==> src/upn_pkg.sv <==
package upn_pkg;

    // Characters the normalizer looks for
    localparam logic [7:0] CH_PERCENT = 8'h25;
    localparam logic [7:0] CH_SLASH   = 8'h2F;
    localparam logic [7:0] CH_DOT     = 8'h2E;

    // Final status codes
    typedef enum logic [2:0] {
        ST_OK         = 3'd0,
        ST_BAD_ESCAPE = 3'd1,
        ST_ZERO       = 3'd2,
        ST_NOT_ABS    = 3'd3,
        ST_DOTDOT     = 3'd4
    } status_t;

    // Percent-escape progress
    typedef enum logic [1:0] {
        ESC_IDLE = 2'd0,
        ESC_HIGH = 2'd1,
        ESC_LOW  = 2'd2
    } esc_phase_t;

    // Segment progress
    typedef enum logic [1:0] {
        SEG_BOUND  = 2'd0,
        SEG_DOT    = 2'd1,
        SEG_DOTDOT = 2'd2,
        SEG_TEXT   = 2'd3
    } seg_phase_t;

    // One emit command from front to back: '/', then dots, then data, then status
    typedef struct packed {
        logic       pre_slash;
        logic [1:0] dots;
        logic       has_data;
        logic [7:0] data;
        logic       fin;
        status_t    stat;
    } cmd_t;

endpackage

==> src/upn_front.sv <==
module upn_front
(
    input  logic          clk,
    input  logic          rst_n,
    input  logic          in_valid,
    output logic          in_stall,
    input  logic [7:0]    in_byte,
    input  logic          has_byte,
    input  logic          last,
    input  logic          q_full,
    output logic          push,
    output upn_pkg::cmd_t push_cmd
);

    // Hex digit decode: {is_hex, value}
    function automatic logic [4:0] hex_decode(input logic [7:0] c);
        logic [4:0] r;
        r = 5'd0;
        if (c >= 8'h30 && c <= 8'h39)
            r = {1'b1, 4'(c - 8'h30)};
        else if (c >= 8'h61 && c <= 8'h66)
            r = {1'b1, 4'(c - 8'h57)};
        else if (c >= 8'h41 && c <= 8'h46)
            r = {1'b1, 4'(c - 8'h37)};
        return r;
    endfunction

    upn_pkg::esc_phase_t esc_reg, esc_next, esc_mid;
    logic [3:0]          high_reg, high_next, high_mid;
    logic                seen_reg, seen_next, seen_mid;
    upn_pkg::seg_phase_t seg_reg, seg_next, seg_mid;
    logic                emitted_reg, emitted_next, emitted_mid;
    upn_pkg::status_t    err_reg, err_next, err_mid, dec_err, norm_err, fin_err;

    logic       accept;
    logic       d_valid;
    logic [7:0] d;
    logic [4:0] hx;
    logic       emit_data;
    logic       final_slash;

    assign in_stall = q_full;
    assign accept   = in_valid && !q_full;
    assign hx       = hex_decode(in_byte);

    // Percent decode
    always_comb
    begin
        esc_mid  = esc_reg;
        high_mid = high_reg;
        dec_err  = upn_pkg::ST_OK;
        d_valid  = 1'b0;
        d        = in_byte;
        if (has_byte && err_reg != upn_pkg::ST_BAD_ESCAPE && err_reg != upn_pkg::ST_ZERO)
        begin
            if (esc_reg == upn_pkg::ESC_IDLE)
            begin
                if (in_byte == upn_pkg::CH_PERCENT)
                    esc_mid = upn_pkg::ESC_HIGH;
                else
                    d_valid = 1'b1;
            end
            else if (!hx[4])
            begin
                dec_err = upn_pkg::ST_BAD_ESCAPE;
                esc_mid = upn_pkg::ESC_IDLE;
            end
            else if (esc_reg == upn_pkg::ESC_HIGH)
            begin
                high_mid = hx[3:0];
                esc_mid  = upn_pkg::ESC_LOW;
            end
            else
            begin
                esc_mid = upn_pkg::ESC_IDLE;
                d       = {high_reg, hx[3:0]};
                if (d == 8'd0)
                    dec_err = upn_pkg::ST_ZERO;
                else
                    d_valid = 1'b1;
            end
        end
    end

    // Segment normalization
    always_comb
    begin
        seen_mid  = seen_reg;
        seg_mid   = seg_reg;
        norm_err  = upn_pkg::ST_OK;
        emit_data = 1'b0;
        if (d_valid && err_reg == upn_pkg::ST_OK)
        begin
            if (!seen_reg)
            begin
                seen_mid = 1'b1;
                if (d != upn_pkg::CH_SLASH)
                    norm_err = upn_pkg::ST_NOT_ABS;
            end
            else if (d == upn_pkg::CH_SLASH)
            begin
                if (seg_reg == upn_pkg::SEG_DOTDOT)
                    norm_err = upn_pkg::ST_DOTDOT;
                else
                    seg_mid = upn_pkg::SEG_BOUND;
            end
            else if (d == upn_pkg::CH_DOT && seg_reg == upn_pkg::SEG_BOUND)
                seg_mid = upn_pkg::SEG_DOT;
            else if (d == upn_pkg::CH_DOT && seg_reg == upn_pkg::SEG_DOT)
                seg_mid = upn_pkg::SEG_DOTDOT;
            else
            begin
                emit_data = 1'b1;
                seg_mid   = upn_pkg::SEG_TEXT;
            end
        end
        emitted_mid = emitted_reg || emit_data;

        if (dec_err != upn_pkg::ST_OK)
            err_mid = dec_err;
        else if (norm_err != upn_pkg::ST_OK)
            err_mid = norm_err;
        else
            err_mid = err_reg;
    end

    // End-of-path status
    always_comb
    begin
        fin_err = err_mid;
        if (err_mid != upn_pkg::ST_BAD_ESCAPE && err_mid != upn_pkg::ST_ZERO
            && esc_mid != upn_pkg::ESC_IDLE)
            fin_err = upn_pkg::ST_BAD_ESCAPE;
        if (fin_err == upn_pkg::ST_OK && !seen_mid)
            fin_err = upn_pkg::ST_NOT_ABS;
        if (fin_err == upn_pkg::ST_OK && seg_mid == upn_pkg::SEG_DOTDOT)
            fin_err = upn_pkg::ST_DOTDOT;
        final_slash = last && fin_err == upn_pkg::ST_OK && !emitted_mid;
    end

    // Next state: the end of a path returns everything to reset
    always_comb
    begin
        esc_next     = esc_reg;
        high_next    = high_reg;
        seen_next    = seen_reg;
        seg_next     = seg_reg;
        emitted_next = emitted_reg;
        err_next     = err_reg;
        if (accept)
        begin
            if (last)
            begin
                esc_next     = upn_pkg::ESC_IDLE;
                high_next    = 4'd0;
                seen_next    = 1'b0;
                seg_next     = upn_pkg::SEG_BOUND;
                emitted_next = 1'b0;
                err_next     = upn_pkg::ST_OK;
            end
            else
            begin
                esc_next     = esc_mid;
                high_next    = high_mid;
                seen_next    = seen_mid;
                seg_next     = seg_mid;
                emitted_next = emitted_mid;
                err_next     = err_mid;
            end
        end
    end

    // Command word for the back end
    always_comb
    begin
        push              = accept && (emit_data || last);
        push_cmd.has_data = emit_data;
        push_cmd.data     = d;
        push_cmd.fin      = last;
        push_cmd.stat     = last ? fin_err : upn_pkg::ST_OK;
        push_cmd.pre_slash = final_slash || (emit_data && seg_reg != upn_pkg::SEG_TEXT);
        push_cmd.dots      = 2'd0;
        if (emit_data)
        begin
            unique case (seg_reg)
                upn_pkg::SEG_DOT:    push_cmd.dots = 2'd1;
                upn_pkg::SEG_DOTDOT: push_cmd.dots = 2'd2;
                default:             push_cmd.dots = 2'd0;
            endcase
        end
    end

    always_ff @(posedge clk or negedge rst_n)
    begin
        if (!rst_n)
        begin
            esc_reg     <= upn_pkg::ESC_IDLE;
            high_reg    <= 4'd0;
            seen_reg    <= 1'b0;
            seg_reg     <= upn_pkg::SEG_BOUND;
            emitted_reg <= 1'b0;
            err_reg     <= upn_pkg::ST_OK;
        end
        else
        begin
            esc_reg     <= esc_next;
            high_reg    <= high_next;
            seen_reg    <= seen_next;
            seg_reg     <= seg_next;
            emitted_reg <= emitted_next;
            err_reg     <= err_next;
        end
    end

endmodule

==> src/upn_queue.sv <==
module upn_queue
#(
    parameter int DEPTH = 4
)
(
    input  logic          clk,
    input  logic          rst_n,
    input  logic          push,
    input  upn_pkg::cmd_t push_cmd,
    input  logic          pop,
    output upn_pkg::cmd_t head,
    output logic          empty,
    output logic          full
);

    localparam int AW = (DEPTH > 1) ? $clog2(DEPTH) : 1;
    localparam int CW = $clog2(DEPTH + 1);
    localparam logic [AW-1:0] LAST_PTR = AW'(DEPTH - 1);
    localparam logic [CW-1:0] FULL_CNT = CW'(DEPTH);

    upn_pkg::cmd_t mem [DEPTH];

    logic [AW-1:0] wr_reg, wr_next, rd_reg, rd_next;
    logic [CW-1:0] cnt_reg, cnt_next;

    assign empty = (cnt_reg == '0);
    assign full  = (cnt_reg == FULL_CNT);
    assign head  = mem[rd_reg];

    // Pointer and fill count update
    always_comb
    begin
        wr_next  = wr_reg;
        rd_next  = rd_reg;
        cnt_next = cnt_reg;
        if (push)
            wr_next = (wr_reg == LAST_PTR) ? '0 : wr_reg + 1'b1;
        if (pop)
            rd_next = (rd_reg == LAST_PTR) ? '0 : rd_reg + 1'b1;
        if (push && !pop)
            cnt_next = cnt_reg + 1'b1;
        else if (pop && !push)
            cnt_next = cnt_reg - 1'b1;
    end

    always_ff @(posedge clk)
    begin
        if (push)
            mem[wr_reg] <= push_cmd;
    end

    always_ff @(posedge clk or negedge rst_n)
    begin
        if (!rst_n)
        begin
            wr_reg  <= '0;
            rd_reg  <= '0;
            cnt_reg <= '0;
        end
        else
        begin
            wr_reg  <= wr_next;
            rd_reg  <= rd_next;
            cnt_reg <= cnt_next;
        end
    end

endmodule

==> src/upn_back.sv <==
module upn_back
(
    input  logic          clk,
    input  logic          rst_n,
    input  upn_pkg::cmd_t head,
    input  logic          empty,
    output logic          pop,
    output logic          out_valid,
    input  logic          out_stall,
    output logic [7:0]    out_byte,
    output logic          byte_valid,
    output logic          end_flag,
    output logic [2:0]    status
);

    upn_pkg::cmd_t cur_reg, cur_next, cur_left;
    logic          cur_valid_reg, cur_valid_next;
    logic          ov_reg, ov_next;
    logic [7:0]    byte_reg, byte_next;
    logic          bv_reg, bv_next;
    logic          ef_reg, ef_next;
    logic [2:0]    st_reg, st_next;
    logic          advance;
    logic          emit;
    logic          done;

    assign advance = !ov_reg || !out_stall;
    assign emit    = cur_valid_reg && advance;

    // Pick the next word of the current command, in order
    always_comb
    begin
        cur_left  = cur_reg;
        byte_next = 8'd0;
        bv_next   = 1'b1;
        ef_next   = 1'b0;
        st_next   = 3'(upn_pkg::ST_OK);
        if (cur_reg.pre_slash)
        begin
            byte_next          = upn_pkg::CH_SLASH;
            cur_left.pre_slash = 1'b0;
        end
        else if (cur_reg.dots != 2'd0)
        begin
            byte_next     = upn_pkg::CH_DOT;
            cur_left.dots = cur_reg.dots - 2'd1;
        end
        else if (cur_reg.has_data)
        begin
            byte_next         = cur_reg.data;
            cur_left.has_data = 1'b0;
        end
        else
        begin
            bv_next      = 1'b0;
            ef_next      = 1'b1;
            st_next      = 3'(cur_reg.stat);
            cur_left.fin = 1'b0;
        end
        done = !(cur_left.pre_slash || cur_left.dots != 2'd0
                 || cur_left.has_data || cur_left.fin);
    end

    // Command register: reload from the queue when the current one is finished
    always_comb
    begin
        cur_next       = cur_reg;
        cur_valid_next = cur_valid_reg;
        pop            = 1'b0;
        if (emit)
            cur_next = cur_left;
        if (!cur_valid_reg || (emit && done))
        begin
            pop            = !empty;
            cur_valid_next = !empty;
            if (!empty)
                cur_next = head;
        end
    end

    // Output register
    always_comb
    begin
        ov_next = ov_reg;
        if (advance)
            ov_next = emit;
    end

    always_ff @(posedge clk)
    begin
        cur_reg <= cur_next;
        if (emit)
        begin
            byte_reg <= byte_next;
            bv_reg   <= bv_next;
            ef_reg   <= ef_next;
            st_reg   <= st_next;
        end
    end

    always_ff @(posedge clk or negedge rst_n)
    begin
        if (!rst_n)
        begin
            cur_valid_reg <= 1'b0;
            ov_reg        <= 1'b0;
        end
        else
        begin
            cur_valid_reg <= cur_valid_next;
            ov_reg        <= ov_next;
        end
    end

    assign out_valid  = ov_reg;
    assign out_byte   = byte_reg;
    assign byte_valid = bv_reg;
    assign end_flag   = ef_reg;
    assign status     = st_reg;

endmodule

==> src/url_path_decode_normalize.sv <==
// URL path percent-decoder and normalizer.
// Input channel (in_valid / in_stall): one raw request-target byte per word,
// has_byte = 0 for an end-only marker, last = 1 closing the path.
// Output channel (out_valid / out_stall): normalized path bytes
// (byte_valid = 1), then one status word per path (end_flag = 1, status).
// The front end decodes and classifies one input word per cycle while the queue
// has room, and writes an emit command into a QUEUE_DEPTH-entry queue; the back
// end expands each command into 1 to 5 output words, one per cycle while the
// receiver does not stall, through a command register and an output register.
// Throughput: one input word per cycle while the queue has room; the back end
// gives one output word per cycle unless stalled, so a segment start (up to
// '/..x', four words) or a path end plus status delays the next command.
// in_stall rises only when the queue is full.
// When the receiver stalls, the output word holds and the queue fills, then
// in_stall is raised. Reset empties the queue and output register and
// returns the decoder to the start of a path.
module url_path_decode_normalize
#(
    parameter int QUEUE_DEPTH = 4
)
(
    input  logic       clk,
    input  logic       rst_n,
    input  logic       in_valid,
    output logic       in_stall,
    input  logic [7:0] in_byte,
    input  logic       has_byte,
    input  logic       last,
    output logic       out_valid,
    input  logic       out_stall,
    output logic [7:0] out_byte,
    output logic       byte_valid,
    output logic       end_flag,
    output logic [2:0] status
);

    upn_pkg::cmd_t push_cmd;
    upn_pkg::cmd_t head;
    logic          push;
    logic          pop;
    logic          empty;
    logic          full;

    upn_front u_front
    (
        .clk      (clk),
        .rst_n    (rst_n),
        .in_valid (in_valid),
        .in_stall (in_stall),
        .in_byte  (in_byte),
        .has_byte (has_byte),
        .last     (last),
        .q_full   (full),
        .push     (push),
        .push_cmd (push_cmd)
    );

    upn_queue #(.DEPTH(QUEUE_DEPTH)) u_queue
    (
        .clk      (clk),
        .rst_n    (rst_n),
        .push     (push),
        .push_cmd (push_cmd),
        .pop      (pop),
        .head     (head),
        .empty    (empty),
        .full     (full)
    );

    upn_back u_back
    (
        .clk        (clk),
        .rst_n      (rst_n),
        .head       (head),
        .empty      (empty),
        .pop        (pop),
        .out_valid  (out_valid),
        .out_stall  (out_stall),
        .out_byte   (out_byte),
        .byte_valid (byte_valid),
        .end_flag   (end_flag),
        .status     (status)
    );

endmodule
==> config.mk <==
export PLATFORM = sky130hd
export DESIGN_NAME = url_path_decode_normalize
export DESIGN_NICKNAME = d
export VERILOG_FILES = /design/src/upn_pkg.sv /design/src/upn_front.sv /design/src/upn_queue.sv /design/src/upn_back.sv /design/src/url_path_decode_normalize.sv
export SDC_FILE = /design/constraint.sdc
export NUM_CORES = 1
export LEC_CHECK = 0
export BUFFER_PORTS_ARGS = -buffer_cell sky130_fd_sc_hd__buf_2
export CORE_MARGIN = 1.5
export CORE_UTILIZATION = 45
export DETAILED_ROUTE_END_ITERATION = 10
export PLACE_DENSITY = 0.69
export SLEW_MARGIN = 10
export SYNTH_ARGS = -nofsm -noshare
export SYNTH_HDL_FRONTEND = slang
export SYNTH_HIERARCHICAL = 1
export SYNTH_SLANG_ARGS = --single-unit
==> constraint.sdc <==
create_clock -name clk -period 3 [get_ports clk]
set_clock_uncertainty 0.2 [all_clocks]
set_input_delay 0.3 -clock clk [delete_from_list [all_inputs] [get_ports clk]]
set_output_delay 0.3 -clock clk [all_outputs]
set_load 0.1 [all_outputs]
==> summary.md <==
| Metric | Value |
|---|---|
| Worst setup slack after placement | `-316 ps` |
| HP Start | `last` |
| Worst Setup End Kind | `flip-flop` |
| Max transition margin | `44.1%` |
| Cell class contributing the biggest share of worst-path delay | `simple AND/OR/NAND/NOR gates` |
| Distinct cells, synth | `80` |
| Detail Placement HPWL | `6.87 mm` |
| Weighted congestion at the end of routability-driven global placement | `0.879` |
| Starting utilization of the core area | `46.9%` |
| Leading cell type in the layout, fill and taps excluded | `sky130_fd_sc_hd__edfxtp_1` |
| Post-route minimum period | `2880 ps` |
| Dominant cells by area after synthesis | `sky130_fd_sc_hd__edfxtp_1 (49%), sky130_fd_sc_hd__dfrtp_1 (10%), sky130_fd_sc_hd__mux4_1 (3.9%)` |
| Number of max-cap violations | `0` |
| CTS tree | `yes` |
| Setup Viol. Count Final | `0` |
| First-pass GRT wire length | `17.1 mm` |
| Yosys warns | `6` |
| Start-to-end type of the worst setup path | `reg -> reg` |
| Instance count of the mapped netlist | `377` |
| # port buffers | `28` |
| Leak | `0.00252 uW` |
| Die span in x | `113 um` |
| Flip-flop and latch count after synthesis | `115` |
| Per-cell via count in the routed design | `5.58` |
| Number of antenna repair diodes | `0` |
| Final global-route overflow total | `0` |
| Count of flip-flops with a built-in enable after synthesis | `88` |
| CTS clk-pin slew, worst paths | `60 ps` |
| Top-level port count | `29` |
| Violation count after the first detailed-routing iteration | `247` |
| Proportion of netlist area held by the largest area contributor | `48.8%` |
| Most used flip-flop cell after synthesis | `sky130_fd_sc_hd__edfxtp_1` |
| Overall track demand over capacity in global routing | `17.5%` |
| Capture instance of the worst register-to-register path | `u_queue/cnt_reg[2]` |
| Fraction of final layout cells sized beyond drive strength 1 | `38.5%` |
| Data required time at the worst endpoint | `3130 ps` |
| Setup repair after global routing missed its margin | `true` |
| Launch point of the critical path | `u_front/esc_reg[0]` |
| Number of antenna violations at the first check in global routing | `0` |
| Arrival time at the worst endpoint | `3010 ps` |
| Number of rows created at floorplan | `39` |
| Number of global-route vias before repair | `3,452` |
| Finished Core Util | `57.5%` |
| Worst hold path class | `in -> reg` |
| Count of final hold-check violations | `0` |
| Post-layout worst setup margin | `116 ps` |
| Total instance count after detailed placement | `577` |
| Sum of negative setup slack | `0 ps` |
| Worst Path Max Fanout | `2` |
| Filler instances | `896` |
| Hold path endpoint | `u_front/seen_reg` |
| Reg2reg start | `u_front/esc_reg[0]` |
| Most flop-heavy register | `u_queue/mem` |
| Full die area | `12,700 um2` |
| Share of synthesized area occupied by flip-flops and latches | `60.8%` |
| Nature of the critical path startpoint | `flip-flop` |
| Worst IR drop on VDD | `0.340 mV` |
| Insertion delay to the later sink of the worst-skew pair | `400 ps` |
| Buffers inserted by post-CTS timing repair | `0` |
| DRC Markers | `0` |
| Number of nets in the layout | `479` |
| Highest-count cells in the layout ignoring fill and taps | `sky130_fd_sc_hd__edfxtp_1 (88), sky130_fd_sc_hd__buf_4 (45), sky130_fd_sc_hd__nand2_1 (31)` |
| Bufs and invs on worst path | `1` |
| Pwr/cell area | `969 nW/um2` |
| Register-to-Register Setup Slack | `120 ps` |
| Largest net degree at the start of global routing | `30` |
| # H-tree levels | `4` |
| Root Buffer Master | `sky130_fd_sc_hd__clkbuf_16` |
| Avg Cell Area, Syn | `14.4 um2` |
| Cells traversed along the worst timing path | `or2_2 > a41oi_2 > a211o_1 > o211ai_2 > or2_4 > nor2_4 > nor2_2 > nor2_2 > ha_2 > inv_2 > fa_2 > xor2_1 > nor2_1 > xor2_1` |
| Outcome | `complete, no violations` |
| Core footprint | `11,600 um2` |
| Non-filler cells, final | `611` |
| Post-synthesis net count | `401` |
| Routed len/inst | `16.8 um` |
| Mapped Area | `5420 um2` |
| Async set-or-reset flop fraction in the synthesized netlist | `19.1%` |
| Worst-case reg-to-reg path depth | `14` |
| Portion of the clock cycle consumed by the worst path in the final layout | `96.1%` |
| Overall die height | `113 um` |
| Largest register FFs | `64` |
| Most area-hungry cell type in the Yosys netlist | `sky130_fd_sc_hd__edfxtp_1` |
| Clock tree buffer depth | `2` |
| Final ANT Viol Nets | `0` |
| TritonCTS Buffers | `17` |
| Critical Path Max Stage Delay | `370 ps` |
| Transition time of the tightest slew-check pin | `832 ps` |
| Layout area overhead | `22.8%` |
| Cell with the largest stage delay on the worst path | `sky130_fd_sc_hd__dfrtp_1` |
| TritonCTS Sinks | `115` |
| Vias after detailed routing | `3,410` |
| Cells on Worst Hold Path | `2` |
| Wirelength, routed | `10.2 mm` |
| Fmax | `347 MHz` |
| Total count of max-transition violations in the final report | `0` |
| First-pass iteration count of the detailed router | `5` |
==> final cells by class <==
type | instances | area (um2) | share of cell area, %
tap | 143 | 179 | 2.69
inverter | 14 | 52.6 | 0.790
multi-input combinational | 232 | 2070 | 31.2
sequential | 115 | 3290 | 49.5
clock buffer | 18 | 439 | 6.60
clock inverter | 14 | 119 | 1.79
timing repair buffer | 75 | 498 | 7.48
==> where the power goes <==
part           switching, uW  internal [uW]  leakage [uW]
Combinational           1330            837       0.00111
Clock                    751           1100      0.000264
Sequential               232           2200       0.00114
==> cell usage after synthesis (4+ instances only) <==
master,instances
sky130_fd_sc_hd__nor2_1,19
sky130_fd_sc_hd__mux2_2,10
sky130_fd_sc_hd__mux4_2,8
sky130_fd_sc_hd__nor3_1,7
sky130_fd_sc_hd__and3_1,4
sky130_fd_sc_hd__nor2b_1,5
sky130_fd_sc_hd__or2_2,4
sky130_fd_sc_hd__edfxtp_1,88
sky130_fd_sc_hd__nand2_1,31
sky130_fd_sc_hd__inv_1,14
sky130_fd_sc_hd__dfrtp_1,22
sky130_fd_sc_hd__clkbuf_1,6
sky130_fd_sc_hd__o21ai_0,15
sky130_fd_sc_hd__and2_2,5
sky130_fd_sc_hd__and2_1,16
sky130_fd_sc_hd__ha_1,9
sky130_fd_sc_hd__a21oi_1,14
sky130_fd_sc_hd__dfxtp_1,5
sky130_fd_sc_hd__mux4_1,8
==> layer usage <==
metal  GRT usage (%)  share of wire, %  vias up
li1                -                 -     1602
met1            21.5                44     1694
met2            30.1                51      100
met3            3.64               3.6       14
met4            7.59               1.7        0
met5               0                 0        -
==> worst reg2reg max path, stage by stage, from the launching register on <==
cell                       delay (ps)
sky130_fd_sc_hd__dfrtp_1          370
sky130_fd_sc_hd__or2_2            300
sky130_fd_sc_hd__a41oi_2          190
sky130_fd_sc_hd__a211o_1          140
sky130_fd_sc_hd__o211ai_2          90
sky130_fd_sc_hd__or2_4            260
sky130_fd_sc_hd__nor2_4           100
sky130_fd_sc_hd__nor2_2            40
sky130_fd_sc_hd__nor2_2           130
sky130_fd_sc_hd__ha_2             210
sky130_fd_sc_hd__inv_2             40
sky130_fd_sc_hd__fa_2             330
sky130_fd_sc_hd__xor2_1           140
sky130_fd_sc_hd__nor2_1           110
sky130_fd_sc_hd__xor2_1           140
==> timing repair <==
action                     in CTS  in global routing
hold buffers                    2                  0
setup endpoints to repair       1                 74
hold endpoints to repair       23                  0
pin swaps                       1                  3
gates resized for setup         0                  9
==> stage by stage <==
stage | power [uW] | hold WS [ps] | instance area [um2]
floorplan | 4140 | -196 | 5510
global placement | 4540 | 137 | 6030
detailed placement | 4600 | 153 | 6030
CTS | 6470 | 90.7 | 6610
global route | 6790 | 121 | 6660
finish | 6450 | 106 | 6660
==> cells by family (layout without fill, tap and decap cells) <==
family | Yosys count | in the layout | synth area share (%)
and+or+nand+nor | 123 | 123 | 13.9
adders and majority gates | 10 | 10 | 2.45
AOI/OAI and AO/OA | 67 | 67 | 9.47
xor gates and xnor gates | 6 | 6 | 1.11
buffers and inverters | 30 | 121 | 3.07
DFF | 115 | 115 | 60.8
muxes | 26 | 26 | 9.28
==> worst max-delay path by stage <==
stage / slack (ps) / depth (start not counted) / endpoint
after CTS: 30 / 14 / u_queue/cnt_reg[2]
after global routing: -60 / 14 / u_queue/cnt_reg[2]
final: 120 / 14 / u_queue/cnt_reg[2]
after floorplan: -260 / 17 / u_queue/cnt_reg[2]
after detailed placement: -320 / 15 / u_queue/cnt_reg[1]
after global placement: -230 / 15 / u_queue/cnt_reg[1]
Note: power is estimated with default switching activity, not from simulation.
